[src/design/sgs_pkg.sv]
`timescale 1ns / 1ps
package sgs_pkg;

  localparam int ROWS_MAX_DEF       = 16;
  localparam int COLS_MAX_DEF       = 16;
  localparam int RATE_FRAC_BITS_DEF = 12;

  localparam int CNT_W       = 16;
  localparam int SUM_W       = 19;
  localparam int CELL_W      = 64;
  localparam int TOT_W       = 32;
  localparam int PERCENT_DIV = 100;
  localparam int PERCENT_SH  = 2;
  localparam int PERCENT_ODD = PERCENT_DIV >> PERCENT_SH;
  localparam int S_DATA_W    = 72;
  localparam int M_DATA_W    = 160;
  localparam int KIND_W      = 2;

  localparam logic [KIND_W-1:0] CMD_WRITE = 2'd0;
  localparam logic [KIND_W-1:0] CMD_READ  = 2'd1;
  localparam logic [KIND_W-1:0] CMD_STEP  = 2'd2;

  localparam logic [2:0] REG_ROW_COUNT = 3'd0;
  localparam logic [2:0] REG_COL_COUNT = 3'd1;
  localparam logic [2:0] REG_INF_RATE  = 3'd2;
  localparam logic [2:0] REG_PROG_RATE = 3'd3;
  localparam logic [2:0] REG_REC_RATE  = 3'd4;

  typedef struct packed {
    logic accept;
    logic clr_wr;
    logic wr_cell;
    logic cap_read;
    logic step_init;
    logic nb_step;
    logic mul1;
    logic mul2;
    logic div_load;
    logic div_step;
    logic upd;
    logic flip;
    logic load_out;
  } dp_cmd_t;

  typedef struct packed {
    logic              clr_last;
    logic [KIND_W-1:0] cmd;
    logic              nb_done;
    logic              cell_used;
    logic              cell_last;
    logic              out_free;
  } dp_stat_t;

endpackage

[src/design/sgs_ctrl.sv]
`timescale 1ns / 1ps
module sgs_ctrl (
  input  logic              clk,
  input  logic              rst,
  input  logic              s_tvalid,
  output logic              s_tready,
  input  sgs_pkg::dp_stat_t stat,
  output sgs_pkg::dp_cmd_t  cmd
);

  import sgs_pkg::*;

  localparam logic [3:0] ST_CLEAR  = 4'd0;
  localparam logic [3:0] ST_IDLE   = 4'd1;
  localparam logic [3:0] ST_DECODE = 4'd2;
  localparam logic [3:0] ST_RWAIT  = 4'd3;
  localparam logic [3:0] ST_NB     = 4'd4;
  localparam logic [3:0] ST_MUL1   = 4'd5;
  localparam logic [3:0] ST_MUL2   = 4'd6;
  localparam logic [3:0] ST_DLOAD  = 4'd7;
  localparam logic [3:0] ST_DIV    = 4'd8;
  localparam logic [3:0] ST_UPD    = 4'd9;
  localparam logic [3:0] ST_RESP   = 4'd10;

  logic [3:0] state, state_next;

  always_ff @(posedge clk) begin
    if (rst) begin
      state <= ST_CLEAR;
    end else begin
      state <= state_next;
    end
  end

  assign s_tready = (state == ST_IDLE);

  always_comb begin
    state_next = state;
    cmd        = '0;
    case (state)
      ST_CLEAR: begin
        cmd.clr_wr = 1'b1;
        if (stat.clr_last) state_next = ST_IDLE;
      end
      ST_IDLE: begin
        if (s_tvalid) begin
          cmd.accept = 1'b1;
          state_next = ST_DECODE;
        end
      end
      ST_DECODE: begin
        case (stat.cmd)
          CMD_WRITE: begin
            cmd.wr_cell = 1'b1;
            state_next  = ST_RESP;
          end
          CMD_READ: state_next = ST_RWAIT;
          CMD_STEP: begin
            cmd.step_init = 1'b1;
            state_next    = ST_NB;
          end
          default: state_next = ST_RESP;
        endcase
      end
      ST_RWAIT: begin
        cmd.cap_read = 1'b1;
        state_next   = ST_RESP;
      end
      ST_NB: begin
        cmd.nb_step = 1'b1;
        if (stat.nb_done) state_next = stat.cell_used ? ST_MUL1 : ST_UPD;
      end
      ST_MUL1: begin
        cmd.mul1   = 1'b1;
        state_next = ST_MUL2;
      end
      ST_MUL2: begin
        cmd.mul2   = 1'b1;
        state_next = ST_DLOAD;
      end
      ST_DLOAD: begin
        cmd.div_load = 1'b1;
        state_next   = ST_DIV;
      end
      ST_DIV: begin
        cmd.div_step = 1'b1;
        state_next   = ST_UPD;
      end
      ST_UPD: begin
        cmd.upd = 1'b1;
        if (stat.cell_last) begin
          cmd.flip   = 1'b1;
          state_next = ST_RESP;
        end else begin
          state_next = ST_NB;
        end
      end
      ST_RESP: begin
        if (stat.out_free) begin
          cmd.load_out = 1'b1;
          state_next   = ST_IDLE;
        end
      end
      default: state_next = ST_IDLE;
    endcase
  end

endmodule

[config.mk]
export PLATFORM = sky130hd
export DESIGN_NAME = sgs_ctrl
export DESIGN_NICKNAME = d
export VERILOG_FILES = /design/src/design/sgs_pkg.sv /design/src/design/sgs_ctrl.sv
export SDC_FILE = /design/constraint.sdc
export NUM_CORES = 1
export LEC_CHECK = 0
export BUFFER_PORTS_ARGS = -buffer_cell sky130_fd_sc_hd__buf_2
export CELL_PAD_IN_SITES_DETAIL_PLACEMENT = 1
export CELL_PAD_IN_SITES_GLOBAL_PLACEMENT = 2
export CORE_UTILIZATION = 19
export CTS_CLUSTER_DIAMETER = 80
export DETAILED_ROUTE_END_ITERATION = 10
export PLACE_DENSITY = 0.74
export SLEW_MARGIN = 20
export SYNTH_ARGS = -nofsm -noshare
export SYNTH_HDL_FRONTEND = slang
export SYNTH_SLANG_ARGS = --single-unit
[constraint.sdc]
create_clock -name clk -period 1.5 [get_ports clk]
set_clock_uncertainty 0.2 [all_clocks]
set_input_delay 0 -clock clk [delete_from_list [all_inputs] [get_ports clk]]
set_output_delay 0 -clock clk [all_outputs]
set_load 0.01 [all_outputs]
; ---- Word-level counts from Yosys, hierarchy flattened
; Index checks and enable logic that the tools add are counted.
[word_totals]
rom_bits = 0
memories = 0
input_bits = 10
ramBits = 0
out_inout_bits = 14
latchBits = 0
elab_cells = 45
ff_bits = 4
[classes]
n_mux = 25
n_addsub = 0
div = 0
n_mul = 0
order_cmp = 0
n_reduce_logical = 3
shift = 0
bitwise_logic = 0
n_eq_ne = 16
[op_table]
columns = op, n
row1 = $pmux 4 s11, 1
row2 = $mux 4, 6
row3 = $eq 4x3->1 const B, 4
row4 = $mux 1, 16
row5 = $eq 4x4->1 const B, 3
row6 = $eq 4x2->1 const B, 2
row7 = $ne 2x2->1 const B, 4
row8 = $pmux 4 s2, 1
row9 = $eq 4x1->1 const B, 1
row10 = $logic_not 4->1, 1
row11 = $reduce_and 4->1, 1
row12 = $eq 2x1->1 const B, 1
row13 = $eq 2x2->1 const B, 1
row14 = $logic_not 2->1, 1
row15 = $mux 2, 1

; ---- Longest topological paths before layout
[logic_depth]
ltp_word = 3
ltp_mapped = 7
mapped_depth_nobuf = 7

; ---- Least setup slack after synthesis
; No wires, ideal clock.
[synth_path]
path_kind = flip-flop to flip-flop
start = register state[1]
end = register state[3]
t_required_ns = 1.230
period_less_slack_ns = 1.467
arrival_time_ns = 1.197
setup_time_ns = 0.070
path_buffers = 2
stages_incl_launch_ff = 6
slack_ns = 0.033
cell_sequence = dfxtp_1 -> buf_2 -> buf_2 -> nor3_1 -> o31ai_1 -> a21oi_1
[synth_via]
elab_chain_cells = 3
word_cells_on_any_way = 17
classes_between = eq/ne (14) / mux (1) / reduce/logical (2)
[synth_lines]
columns = item, line_no
row1 = start: declaration, sgs_ctrl.sv:25  ; logic [3:0] state, state_next;
row2 = start signal: assignment, sgs_ctrl.sv:31  ; state <= state_next;
row3 = "$eq 4x3->1, or another cell as far along", sgs_ctrl.sv:40  ; case (state)
row4 = $ne 2x2->1 (no line), n/a
row5 = $reduce_and 4->1 (no line), n/a
; Several ways; a longest one is shown, not always the timed one.
; A chain may end at the register's enable or synchronous reset.

==> metrics.md <==
| Metric | Value |
|---|---|
| Status | finished, violations left |
| Failing checks | setup timing |
| Net Count, Synth | 84 |
| # clock sinks | 4 |
| Sequential share of the synthesized area | 0.1649 |
| DR vias | 689 |
| RSZ-0062 raised after global routing | yes |
| # IOs | 24 |
| Fin. Hold Viols | 0 |
| Final Util | 0.4166 |
| GRT Residual Overflow | 0 |
| Crit path time final | between 1.5 and 2 ns |
| HP Start | stat[6] |
| Hold Path Stages | 4 |
| Largest regs | state (4) |
| Worst setup startpoint | state[2] |
| CTS tree | done |
| First-pass GRT wire length | approximately 3.2 mm |
| Seq cells post-synth | 4 |
| Worst slew pin tran | roughly 0.26 ns |
| Sw frac | 0.3563 |
| Mean area per synthesized cell | between 6 and 7 um2 |
| Max-slew headroom | 0.8271 |
| Number of synthesized flops with an enable pin | 0 |
| Final setup fails | 1 |
| Power consumption | about 0.00054 W |
| Diode count | 0 |
| Initial antenna violation count | 0 |
| Most used cell, CP | buf_4 |
| Final critical-path share of the clock period | 1.006 |
| Setup crit end kind | primary output |
| Die height | 52.55 um |
| Input/output buffers | 23 |
| Highest routing layer actually used | met3 |
| Number of instances in the placed design | roughly 130 |
| Synth async-reset ratio | 0 |
| Post-synthesis cell count | 71 |
| Post-Syn Area | between 400 and 500 um2 |
| Crit start category | flop |
| DR WL met3 | between 40 and 50 um |
| Seq pwr share | 0.243 |
| Crit path max fanout | 6 |
| Comb pwr share | 0.509 |
| Met2 WL | ~950 um |
| Cell chain of the critical path | buf_4, buf_4, nor4_4, buf_2 |
| WP buf/inv | 3 |
| Layout cells sized above 1 | 0.6121 |
| Worst r2r src | state[2] |
| FF-to-FF path depth | 5 |
| Starting density of the core | 0.2094 |
| Critical path class | reg -> out |
| DIE AREA | approximately 2800 um2 |
| DR WL/cell | between 10 and 15 um |
| Slowest-stage cell, CP | dfxtp_4 |
| Hold WC Path Type | in -> reg |
| Rows | 17 |
| Clock Path Buffers | 2 |
| CTS Buf Count | 3 |
| Required time of the critical path | 1.30 ns |
| Largest net degree at the start of global routing | 12 |
| Clock H-tree levels | 1 |
| FMAX | approximately 660 MHz |
| Die W | about 53 um |
| Max-Cap Viols | 0 |
| Core area | between 2000 and 2500 um2 |
| Distinct cells, synth | 27 |
| Instance count on the critical path | 4 |
| Synth Warn # | 0 |
| Synth top area cells | dfxtp_1 16%, a21oi_1 9.3%, ha_1 7.7% |
| Reg with most FFs | state |
| VDD IR max | between 0.5 and 0.6 mV |
| Layout Cells excl Fill | 144 |
| Int Power | approximately 0.00035 W |
| Worst skew pair latency | 0.24 ns |
| Fin nets | 131 |
| Max stage delay on crit path | around 0.36 ns |
| Area leader, netlist | dfxtp_1 |
| Max-slew violations | 0 |
| DRC violations left | 0 |
| Pwr dens | 555.9 nW/um2 |
| Top cells by instance count after synthesis | 9 x a21oi_1, 8 x nor2_1, 6 x nor3_1 |
| Synth top area share | 0.1649 |
| Initial DRC count | 5 |
| Routed met1 length | approximately 1 mm |
| First-pass detailed-route iteration total | 4 |
| Reg clk slew, reported paths | 0.04 ns |
| Final wirelength | approximately 2.0 mm |
| Count leader, synth | a21oi_1 |
| Synth-to-layout area growth | 98.97% |
| DR vias/cell | between 4 and 5 |
| Vias in the first global route | between 600 and 700 |
| Leakage | 0.4601 nW |
| Clock share of power | 0.248 |
| Root Buffer | clkbuf_4 |
| Synth Flop Type | dfxtp_1 |
| Final worst slack | -0.009652 ns |
| Crit path DAT | 1.31 ns |
| GPL Wtd Cong | about 0.8 |
| Sw Pwr | between 0.00015 and 0.0002 W |
| Crit path max-delay family | buffers and inverters |
| HPWL after detailed placement | between 1 and 1.5 mm |
| Fill cells | 286 |
| Max reg flops | 4 |
| Routed Antenna Nets | 0 |
| Tot GR Track Use | 0.1567 |
-- power groups by stage --
stage | Combinational [W] | Sequential, W | Clock [W]
after floorplan | 0.000114 | 0.000123 | 0
after global placement | 0.000193 | 0.000130 | 0
after detailed placement | 0.000197 | 0.000131 | 0
after CTS | 0.000237 | 0.000128 | 0.000137
after global routing | 0.000297 | 0.000132 | 0.000146
final | 0.000273 | 0.000131 | 0.000133
-- final cells by class --
cell class | count | area (um2) | share of cell area
Clock buffer | 3 | 22.52 | 0.02332
Inverter | 4 | 15.01 | 0.01554
Multi-Input combinational cell | 58 | 481.7 | 0.4987
Sequential cell | 4 | 90.09 | 0.09326
Tap cell | 28 | 35.03 | 0.03627
Timing Repair Buffer | 47 | 321.6 | 0.3329
-- placed cells by master (no fill, tap or decap), drive strengths merged --
cell / netlist / layout
o32ai: 2 / 2
buf: 4 / 44
nor2: 8 / 8
clkbuf: 1 / 3
a211oi: 1 / 1
nor4: 2 / 2
a21oi: 10 / 10
a311oi: 1 / 1
nand2: 2 / 2
nor3: 6 / 6
nor2b: 2 / 2
o22a: 2 / 2
ha: 3 / 3
or3: 2 / 2
o21a: 1 / 1
and2: 1 / 1
dfxtp: 4 / 4
dlygate4sd3: 0 / 3
a21boi: 1 / 1
o31ai: 1 / 1
inv: 4 / 4
nand2b: 6 / 6
and3: 4 / 4
nor3b: 1 / 1
o21ai: 2 / 2
-- through the flow --
step                setup TNS [ns]  hold WS [ns]  area (um2)  setup slack [ns]
floorplan                        0       -0.1309       485.5           0.03346
global placement           -0.2198       0.01734       739.5          -0.08082
detailed placement         -0.2575       0.02464       739.5           -0.1053
CTS                      -0.004932       0.03484       888.4         -0.004932
global route               -0.4174       0.08715       965.9          -0.06831
finish                   -0.009652       0.02781       965.9         -0.009652
-- worst paths after layout --
check                           slack, ns       end
worst max-delay path                -0.01   cmd[11]
worst min-delay path                 0.03  state[0]
worst max register to register       0.01  state[0]
worst min register to register       0.52  state[3]
-- what timing repair did --
item                                    4_1_cts  5_1_grt
gates cloned                                  0        0
endpoints found under the hold margin         4        0
endpoints found under the setup margin       14       13
pin swaps                                     4        9
resized for setup                            19       15
hold buffers                                  3        0
setup buffers                                 3        1
-- cells by family (layout without fill, tap and decap cells) --
family	Yosys count	count (layout)	share of synthesized area
DFF	4	4	0.1650
AOI/OAI and AO/OA	21	21	0.2835
buffers and inverters	9	54	0.07988
and+or+nand+nor	34	34	0.3943
adders and majority gates	3	3	0.07733
-- worst min-delay path, cell delays in order --
cell and delay (ns):
buf_2 0.08, a21oi_1 0.06, a21oi_1 0.14, and3_1 0.15
-- per-layer routing --
metal / global-route usage / vias to the layer above
met3: 0.03478 / 0
li1: - / 345
met4: 0.02632 / 0
met2: 0.2658 / 10
met1: 0.2024 / 334
met5: 0 / -
No activity file was read; power rests on OpenSTA's default activity.
